==> src/rtl/adnp_pkg.sv <==
`timescale 1ns / 1ps

package adnp_pkg;

    localparam int CH_W            = 8;
    localparam int INT_W           = 32;
    localparam int FRAC_W          = 30;
    localparam int FRAC_CNT_W      = 4;
    localparam int DIGIT_W         = 4;
    localparam int MAX_FRAC_DIGITS = 9;

    // Token queue between classifier and parser
    localparam int QUEUE_DEPTH = 4;
    localparam int QPTR_W      = $clog2(QUEUE_DEPTH);
    localparam int QCNT_W      = $clog2(QUEUE_DEPTH + 1);

    localparam logic [CH_W-1:0] CH_NUL   = 8'd0;
    localparam logic [CH_W-1:0] CH_TAB   = 8'd9;
    localparam logic [CH_W-1:0] CH_CR    = 8'd13;
    localparam logic [CH_W-1:0] CH_SPACE = 8'd32;
    localparam logic [CH_W-1:0] CH_PLUS  = 8'd43;
    localparam logic [CH_W-1:0] CH_MINUS = 8'd45;
    localparam logic [CH_W-1:0] CH_DOT   = 8'd46;
    localparam logic [CH_W-1:0] CH_ZERO  = 8'd48;
    localparam logic [CH_W-1:0] CH_NINE  = 8'd57;
    localparam logic [CH_W-1:0] CH_HIGH  = 8'd128;

    typedef enum logic [2:0] {
        TOK_NUL,
        TOK_DIGIT,
        TOK_SPACE,
        TOK_MINUS,
        TOK_PLUS,
        TOK_DOT,
        TOK_OTHER
    } tok_class_t;

    typedef struct packed {
        tok_class_t           cls;
        logic [DIGIT_W-1:0]   digit;
    } token_t;

    typedef enum logic [2:0] {
        PH_SKIP,
        PH_SIGNED,
        PH_INT,
        PH_FRAC,
        PH_DONE,
        PH_FAIL
    } phase_t;

    // Queue-side handshake seen by the parser
    typedef struct packed {
        logic   valid;
        token_t tok;
    } q_head_t;

    function automatic token_t classify(input logic [CH_W-1:0] c);
        token_t t;
        logic [CH_W-1:0] diff;
        diff    = c - CH_ZERO;
        t.digit = diff[DIGIT_W-1:0];
        if (c == CH_NUL) begin
            t.cls = TOK_NUL;
        end
        else if (c >= CH_HIGH) begin
            t.cls = TOK_OTHER;
        end
        else if (c >= CH_ZERO && c <= CH_NINE) begin
            t.cls = TOK_DIGIT;
        end
        else if (c == CH_SPACE || (c >= CH_TAB && c <= CH_CR)) begin
            t.cls = TOK_SPACE;
        end
        else if (c == CH_MINUS) begin
            t.cls = TOK_MINUS;
        end
        else if (c == CH_PLUS) begin
            t.cls = TOK_PLUS;
        end
        else if (c == CH_DOT) begin
            t.cls = TOK_DOT;
        end
        else begin
            t.cls = TOK_OTHER;
        end
        return t;
    endfunction

endpackage

==> src/rtl/adnp_front.sv <==
`timescale 1ns / 1ps

module adnp_front (
    input  logic                      in_valid,
    output logic                      in_stall,
    input  logic [adnp_pkg::CH_W-1:0] ch,
    input  logic                      q_full,
    output logic                      push,
    output adnp_pkg::token_t          push_tok
);
    import adnp_pkg::*;

    // Stall only on a full queue; never on the output side
    assign in_stall = q_full;
    assign push     = in_valid && !q_full;
    assign push_tok = classify(ch);

endmodule

==> src/rtl/adnp_queue.sv <==
`timescale 1ns / 1ps

module adnp_queue (
    input  logic                clk,
    input  logic                rst_n,
    input  logic                push,
    input  adnp_pkg::token_t    push_tok,
    output logic                full,
    output adnp_pkg::q_head_t   head,
    input  logic                pop
);
    import adnp_pkg::*;

    token_t             entry_reg [QUEUE_DEPTH];
    logic [QPTR_W-1:0]  wr_ptr_reg, wr_ptr_next;
    logic [QPTR_W-1:0]  rd_ptr_reg, rd_ptr_next;
    logic [QCNT_W-1:0]  count_reg, count_next;

    function automatic logic [QPTR_W-1:0] ptr_inc(input logic [QPTR_W-1:0] p);
        return (p == QPTR_W'(QUEUE_DEPTH - 1)) ? '0 : p + QPTR_W'(1);
    endfunction

    assign full       = (count_reg == QCNT_W'(QUEUE_DEPTH));
    assign head.valid = (count_reg != '0);
    assign head.tok   = entry_reg[rd_ptr_reg];

    always_comb
    begin
        wr_ptr_next = push ? ptr_inc(wr_ptr_reg) : wr_ptr_reg;
        rd_ptr_next = pop  ? ptr_inc(rd_ptr_reg) : rd_ptr_reg;
        count_next  = count_reg;
        if (push && !pop) begin
            count_next = count_reg + QCNT_W'(1);
        end
        else if (pop && !push) begin
            count_next = count_reg - QCNT_W'(1);
        end
    end

    always_ff @(posedge clk or negedge rst_n)
    begin
        if (!rst_n) begin
            wr_ptr_reg <= '0;
            rd_ptr_reg <= '0;
            count_reg  <= '0;
        end
        else begin
            wr_ptr_reg <= wr_ptr_next;
            rd_ptr_reg <= rd_ptr_next;
            count_reg  <= count_next;
        end
    end

    always_ff @(posedge clk)
    begin
        if (push) begin
            entry_reg[wr_ptr_reg] <= push_tok;
        end
    end

endmodule

==> src/rtl/adnp_back.sv <==
`timescale 1ns / 1ps

module adnp_back (
    input  logic                              clk,
    input  logic                              rst_n,
    input  adnp_pkg::q_head_t                 head,
    output logic                              pop,
    output logic                              out_valid,
    input  logic                              out_stall,
    output logic                              valid_res,
    output logic                              negative,
    output logic [adnp_pkg::INT_W-1:0]        magnitude,
    output logic signed [adnp_pkg::INT_W-1:0] signed_int,
    output logic [adnp_pkg::FRAC_W-1:0]       frac_value,
    output logic [adnp_pkg::FRAC_CNT_W-1:0]   frac_digits,
    output logic                              frac_overflow
);
    import adnp_pkg::*;

    phase_t                  phase_reg, phase_next;
    logic                    neg_reg, neg_next;
    logic [INT_W-1:0]        int_reg, int_next;
    logic [FRAC_W-1:0]       frac_reg, frac_next;
    logic [FRAC_CNT_W-1:0]   fcnt_reg, fcnt_next;
    logic                    drop_reg, drop_next;
    logic                    ok_reg, ok_next;

    logic                    out_valid_reg;
    logic                    res_ok_reg;
    logic                    res_neg_reg;
    logic [INT_W-1:0]        res_mag_reg;
    logic [INT_W-1:0]        res_sint_reg;
    logic [FRAC_W-1:0]       res_frac_reg;
    logic [FRAC_CNT_W-1:0]   res_fcnt_reg;
    logic                    res_drop_reg;

    logic                    out_free;
    logic                    is_nul;
    logic                    is_digit;
    logic                    load_res;
    logic [INT_W-1:0]        int_mac;
    logic [FRAC_W-1:0]       frac_mac;
    logic                    frac_room;

    assign out_free  = !out_valid_reg || !out_stall;
    assign is_nul    = (head.tok.cls == TOK_NUL);
    assign is_digit  = (head.tok.cls == TOK_DIGIT);
    // Hold a NUL in the queue until the result register can take it
    assign pop       = head.valid && (!is_nul || out_free);
    assign load_res  = pop && is_nul;

    // times ten as two shifts and an add
    assign int_mac   = (int_reg << 3) + (int_reg << 1) + INT_W'(head.tok.digit);
    assign frac_mac  = (frac_reg << 3) + (frac_reg << 1) + FRAC_W'(head.tok.digit);
    assign frac_room = (fcnt_reg < FRAC_CNT_W'(MAX_FRAC_DIGITS));

    // Next phase
    always_comb
    begin
        phase_next = phase_reg;
        if (pop) begin
            if (is_nul) begin
                phase_next = PH_SKIP;
            end
            else begin
                unique case (phase_reg)
                    PH_SKIP:
                    begin
                        unique case (head.tok.cls)
                            TOK_SPACE:           phase_next = PH_SKIP;
                            TOK_MINUS, TOK_PLUS: phase_next = PH_SIGNED;
                            TOK_DIGIT:           phase_next = PH_INT;
                            default:             phase_next = PH_FAIL;
                        endcase
                    end
                    PH_SIGNED: phase_next = is_digit ? PH_INT : PH_FAIL;
                    PH_INT:
                    begin
                        if (is_digit) begin
                            phase_next = PH_INT;
                        end
                        else if (head.tok.cls == TOK_DOT) begin
                            phase_next = PH_FRAC;
                        end
                        else begin
                            phase_next = PH_DONE;
                        end
                    end
                    PH_FRAC:   phase_next = is_digit ? PH_FRAC : PH_DONE;
                    PH_DONE:   phase_next = PH_DONE;
                    PH_FAIL:   phase_next = PH_FAIL;
                    default:   phase_next = PH_FAIL;
                endcase
            end
        end
    end

    // Accumulator updates
    always_comb
    begin
        neg_next  = neg_reg;
        int_next  = int_reg;
        frac_next = frac_reg;
        fcnt_next = fcnt_reg;
        drop_next = drop_reg;
        ok_next   = ok_reg;
        if (pop) begin
            if (is_nul) begin
                neg_next  = 1'b0;
                int_next  = '0;
                frac_next = '0;
                fcnt_next = '0;
                drop_next = 1'b0;
                ok_next   = 1'b0;
            end
            else begin
                unique case (phase_reg)
                    PH_SKIP:
                    begin
                        if (head.tok.cls == TOK_MINUS || head.tok.cls == TOK_PLUS) begin
                            neg_next = (head.tok.cls == TOK_MINUS);
                        end
                        else if (is_digit) begin
                            int_next = INT_W'(head.tok.digit);
                            ok_next  = 1'b1;
                        end
                    end
                    PH_SIGNED:
                    begin
                        if (is_digit) begin
                            int_next = INT_W'(head.tok.digit);
                            ok_next  = 1'b1;
                        end
                    end
                    PH_INT:
                    begin
                        if (is_digit) begin
                            int_next = int_mac;
                        end
                    end
                    PH_FRAC:
                    begin
                        if (is_digit) begin
                            if (frac_room) begin
                                frac_next = frac_mac;
                                fcnt_next = fcnt_reg + FRAC_CNT_W'(1);
                            end
                            else begin
                                drop_next = 1'b1;
                            end
                        end
                    end
                    default:
                    begin
                        // done or failed: drop characters until NUL
                    end
                endcase
            end
        end
    end

    always_ff @(posedge clk or negedge rst_n)
    begin
        if (!rst_n) begin
            phase_reg     <= PH_SKIP;
            neg_reg       <= 1'b0;
            int_reg       <= '0;
            frac_reg      <= '0;
            fcnt_reg      <= '0;
            drop_reg      <= 1'b0;
            ok_reg        <= 1'b0;
            out_valid_reg <= 1'b0;
        end
        else begin
            phase_reg <= phase_next;
            neg_reg   <= neg_next;
            int_reg   <= int_next;
            frac_reg  <= frac_next;
            fcnt_reg  <= fcnt_next;
            drop_reg  <= drop_next;
            ok_reg    <= ok_next;
            if (load_res) begin
                out_valid_reg <= 1'b1;
            end
            else if (!out_stall) begin
                out_valid_reg <= 1'b0;
            end
        end
    end

    // Result register; no number gives all zeros
    always_ff @(posedge clk)
    begin
        if (load_res) begin
            res_ok_reg   <= ok_reg;
            res_neg_reg  <= ok_reg && neg_reg;
            res_mag_reg  <= ok_reg ? int_reg : '0;
            res_sint_reg <= !ok_reg ? '0 : (neg_reg ? (INT_W'(0) - int_reg) : int_reg);
            res_frac_reg <= ok_reg ? frac_reg : '0;
            res_fcnt_reg <= ok_reg ? fcnt_reg : '0;
            res_drop_reg <= ok_reg && drop_reg;
        end
    end

    assign out_valid     = out_valid_reg;
    assign valid_res     = res_ok_reg;
    assign negative      = res_neg_reg;
    assign magnitude     = res_mag_reg;
    assign signed_int    = res_sint_reg;
    assign frac_value    = res_frac_reg;
    assign frac_digits   = res_fcnt_reg;
    assign frac_overflow = res_drop_reg;

    a_no_number_zero: assert property (@(posedge clk) disable iff (!rst_n)
        (out_valid_reg && !res_ok_reg) |-> (res_mag_reg == '0 && res_sint_reg == '0 &&
            res_frac_reg == '0 && res_fcnt_reg == '0 && !res_neg_reg && !res_drop_reg))
        else $error("empty result carries nonzero fields");

    a_fcnt_bound: assert property (@(posedge clk) disable iff (!rst_n)
        fcnt_reg <= FRAC_CNT_W'(MAX_FRAC_DIGITS))
        else $error("fraction digit count beyond limit");

    a_drop_full: assert property (@(posedge clk) disable iff (!rst_n)
        drop_reg |-> (fcnt_reg == FRAC_CNT_W'(MAX_FRAC_DIGITS) && phase_reg != PH_INT))
        else $error("digits dropped before fraction was full");

    a_ok_phase: assert property (@(posedge clk) disable iff (!rst_n)
        !ok_reg |-> (phase_reg == PH_SKIP || phase_reg == PH_SIGNED || phase_reg == PH_FAIL))
        else $error("digit phase reached without a number");

    a_load_free: assert property (@(posedge clk) disable iff (!rst_n)
        (out_valid_reg && out_stall) |-> !load_res)
        else $error("result overwritten while stalled");

endmodule

==> src/rtl/ascii_decimal_number_parser_core.sv <==
`timescale 1ns / 1ps

// ASCII decimal number parser. Feed one character per transaction on ch; a NUL
// ends the string and produces exactly one result transaction, while every
// other character produces none. Accepted form: leading whitespace (9..13, 32),
// an optional '+' or '-', one or more digits, then an optional '.' and fraction
// digits; parsing stops at the first character that does not fit and the rest
// up to the NUL is ignored. The value is (negative ? -1 : 1) *
// (magnitude + frac_value / 10^frac_digits); the integer part wraps mod 2^32,
// and fraction digits past nine are dropped and raise frac_overflow. A string
// with no digits after the optional sign gives valid_res = 0 and all other
// fields zero. Throughput is one character per clock: a classifier stalls
// only when the four-entry token queue is full, and the parser retires one
// token per cycle, except a NUL held by a stalled output, with a times-ten
// multiply-add as its longest path. An accepted character is written into
// the token queue and parsed once it reaches the head; popping a NUL
// loads its result into the output register. A stalled output holds back
// only the next NUL; characters keep entering the four-entry queue until full.

module ascii_decimal_number_parser_core (
    input  logic                              clk,
    input  logic                              rst_n,

    input  logic                              in_valid,
    output logic                              in_stall,
    input  logic [adnp_pkg::CH_W-1:0]         ch,

    output logic                              out_valid,
    input  logic                              out_stall,
    output logic                              valid_res,
    output logic                              negative,
    output logic [adnp_pkg::INT_W-1:0]        magnitude,
    output logic signed [adnp_pkg::INT_W-1:0] signed_int,
    output logic [adnp_pkg::FRAC_W-1:0]       frac_value,
    output logic [adnp_pkg::FRAC_CNT_W-1:0]   frac_digits,
    output logic                              frac_overflow
);
    import adnp_pkg::*;

    logic    push;
    token_t  push_tok;
    logic    q_full;
    q_head_t head;
    logic    pop;

    // Classify the incoming character into a token
    adnp_front u_front (
        .in_valid (in_valid),
        .in_stall (in_stall),
        .ch       (ch),
        .q_full   (q_full),
        .push     (push),
        .push_tok (push_tok)
    );

    // Decouple classification from parsing
    adnp_queue u_queue (
        .clk      (clk),
        .rst_n    (rst_n),
        .push     (push),
        .push_tok (push_tok),
        .full     (q_full),
        .head     (head),
        .pop      (pop)
    );

    // Run the grammar and hold the result until taken
    adnp_back u_back (
        .clk           (clk),
        .rst_n         (rst_n),
        .head          (head),
        .pop           (pop),
        .out_valid     (out_valid),
        .out_stall     (out_stall),
        .valid_res     (valid_res),
        .negative      (negative),
        .magnitude     (magnitude),
        .signed_int    (signed_int),
        .frac_value    (frac_value),
        .frac_digits   (frac_digits),
        .frac_overflow (frac_overflow)
    );

endmodule
==> config.mk <==
export PLATFORM = sky130hd
export DESIGN_NAME = ascii_decimal_number_parser_core
export DESIGN_NICKNAME = d
export VERILOG_FILES = /design/src/rtl/adnp_pkg.sv /design/src/rtl/adnp_front.sv /design/src/rtl/adnp_queue.sv /design/src/rtl/adnp_back.sv /design/src/rtl/ascii_decimal_number_parser_core.sv
export SDC_FILE = /design/constraint.sdc
export NUM_CORES = 1
export LEC_CHECK = 0
export BUFFER_PORTS_ARGS = -buffer_cell sky130_fd_sc_hd__buf_4
export CAP_MARGIN = 5
export CORE_UTILIZATION = 61
export CTS_CLUSTER_DIAMETER = 150
export DETAILED_ROUTE_END_ITERATION = 12
export PLACE_DENSITY = 0.81
export SLEW_MARGIN = 25
export SYNTH_ARGS = -nofsm -noshare
export SYNTH_HDL_FRONTEND = slang
export SYNTH_SLANG_ARGS = --single-unit
==> constraint.sdc <==
create_clock -name clk -period 8.14 [get_ports clk]
set_input_delay 1.628 -clock clk [delete_from_list [all_inputs] [get_ports clk]]
set_output_delay 1.628 -clock clk [all_outputs]
set_load 0.01 [all_outputs]
==> results.json <==
{
  "routed_wl_um": 28000,
  "fin_crit_sh_pct": 54.1,
  "min_from": "u_back.drop_reg",
  "grt_first_pass_wirelength_um": 46100,
  "synth_fp_nets": 1372,
  "clockBufferDepth": 3,
  "synth.distinct_cells": 79,
  "rows": 52,
  "place.gp.congestion": 0.933,
  "antenna_found_initial": 1,
  "final_cell_mix": "edfxtp_1 (128), nand2_1 (125), ha_1 (121)",
  "dieArea_um2": 21700,
  "ys_seq_area_share_pct": 45.4,
  "drc": 0,
  "finalWorstSetupSlack_ns": 3.74,
  "clk_latency_ns": 0.52,
  "postCtsResizedCells": 0,
  "core_area_um2": 20500,
  "htreeDepth": 1,
  "crit_type": "flip-flop to flip-flop",
  "num_vias": 9791,
  "utilization_pct": 71.8,
  "finalPower_uw": 5300,
  "cp.arrival_ns": 4.81,
  "port_buffers": 114,
  "synth-main-ff-cell": "edfxtp_1",
  "synth-warning-count": 0,
  "syn_area_per_cell_um2": 10.4,
  "cp-end-kind": "flip-flop",
  "path_clk_slew_ns": 0.06,
  "ys_ff_latch": 208,
  "p_per_area_nw_per_um2": 361,
  "syn_area_um2": 12900,
  "min_path_type": "flip-flop to flip-flop",
  "r2r_start": "u_queue.rd_ptr_reg[0]",
  "rsz0062_at_grt": "no",
  "grt_pass1_vias": 9271,
  "fin_nets": 1461,
  "cap_violations": 0,
  "ctsHoldBuffers": 0,
  "grt_max_degree": 79,
  "hpwlAfterDp_um": 19500,
  "cp_max_fo": 10,
  "p_leak_uw": 0.00652,
  "status": "finished, final reports clean",
  "fmax_mhz": 227,
  "drtPass1Iterations": 5,
  "io_pins": 115,
  "layout_min_cycle_time_ns": 4.40,
  "peakVddDrop_mv": 0.207,
  "worstPathRequired_ns": 8.55,
  "slew_headroom_pct": 27.6,
  "crit_start": "u_queue.rd_ptr_reg[0]",
  "start_util_pct": 62.9,
  "drt_iter0_markers": 741,
  "cts_tree": "built",
  "async_flop_share_pct": 38.5,
  "vias_per_cell": 6.08,
  "cts_sinks": 208,
  "postCtsSetupBuffers": 0,
  "wl_per_cell_um": 17.4,
  "cts_buffers": 23,
  "antenna_cells": 0,
  "hold_viol_final": 0,
  "synth_edf_count": 128,
  "syn_inst": 1234,
  "syn2layout_area_growth_pct": 14.2,
  "die_x_um": 147,
  "worst_pin_slew_ns": 1.08,
  "layout-drive-gt1-share_pct": 14.0,
  "overflow": 0,
  "finalSetupViolations": 0,
  "final_common_cell": "edfxtp_1",
  "grt_use_total_pct": 26.1,
  "ant_nets": 0,
  "die_h_um": 147,
  "critPathLaunchType": "flip-flop",
  "final_max_slew_viol_count": 0,
  "dp_slack_ns": 3.78,
  "tns_ns": 0,
  "cts-root-buf": "clkbuf_16",
  "skew_ns": 0.0187
}
power by group:
part / leakage, uW / internal (uW) / switching, uW / total, uW
clock network: 0.000389 / 699 / 417 / 1120
registers: 0.00221 / 1410 / 280 / 1690
logic: 0.00392 / 1050 / 1440 / 2490
layer usage:
metal	part of all wire (%)	vias to the layer above	global-route usage, %	wire length [um]
li1	-	4706	-	-
met1	46	4695	36.7	12800
met2	47	334	42.6	13200
met3	5.1	56	3.45	1420
met4	2.1	0	7.42	598
met5	0	-	0	0
logic make-up after synthesis:
logic type,count (synthesis),synth area share [%]
AOI/OAI and AO/OA,297,15.3
xor gates and xnor gates,69,4.69
adders and majority gates,127,12.6
buffers and inverters,90,2.90
DFF,208,45.4
muxes,19,2.21
and+or+nand+nor,424,16.9
stage by stage:
stage / cell area, um2 / hold WS [ns] / cells
finish: 14700 / 0.501 / 1610
global placement: 13900 / 0.473 / 1568
global route: 14700 / 0.520 / 1610
CTS: 14700 / 0.498 / 1610
floorplan: 12900 / 0.423 / 1234
detailed placement: 13900 / 0.479 / 1568
worst max-delay path, stage by stage (launching register included):
cell,delay [ns]
dfrtp_1,0.66
mux4_2,0.58
inv_1,0.13
fa_1,0.47
fa_1,0.44
nand2b_1,0.19
a21oi_1,0.24
o221ai_1,0.29
a2111oi_0,0.76
o31ai_1,0.20
xor2_1,0.17
o21ai_0,0.17
synthesized netlist by cell type (5+ instances only):
cell	n	share of area [%]
mux4_2	7	1.2
o21ai_0	85	3.3
nand3_1	17	0.66
clkbuf_1	48	1.4
a211oi_1	11	0.64
dfrtp_1	80	16
nand4_1	13	0.63
o31ai_1	25	1.5
nor3_1	18	0.70
a21oi_1	61	2.4
or3_1	10	0.49
o41ai_1	9	0.61
ha_1	121	12
nor2b_1	10	0.49
a21o_1	28	1.6
o21bai_1	6	0.35
and2_1	103	5.0
o21a_1	9	0.52
inv_1	34	0.99
xnor2_1	46	3.1
mux2_2	6	0.52
fa_1	5	0.78
and3_1	12	0.58
xor2_1	23	1.6
or2_2	5	0.24
nand2b_1	14	0.68
nand2_1	125	3.6
edfxtp_1	128	30
nor4_1	5	0.24
a31oi_1	7	0.34
mux2i_1	6	0.47
o211ai_1	7	0.41
nor2_1	68	2.0
cell type report:
class	instances	area [um2]
Fill cell	1490	5780
Inverter	34	128
Clock inverter	10	184
Clock buffer	32	629
Sequential cell	208	5850
Tap cell	270	338
Multi-Input combinational cell	936	6680
Timing Repair Buffer	120	901
worst paths after layout:
check	slack (ns)	end	depth (start not counted)
worst max-delay path	3.74	u_back.int_reg[30]	11
min in group asynchronous	1.04	u_queue.count_reg[1]	1
worst min register to register	0.50	u_back.drop_reg	2
worst max register to register	3.74	u_back.int_reg[30]	11
max in group asynchronous	6.02	u_back.ok_reg	2
worst min-delay path	0.50	u_back.drop_reg	2
Power figures use the tool's default switching activity.
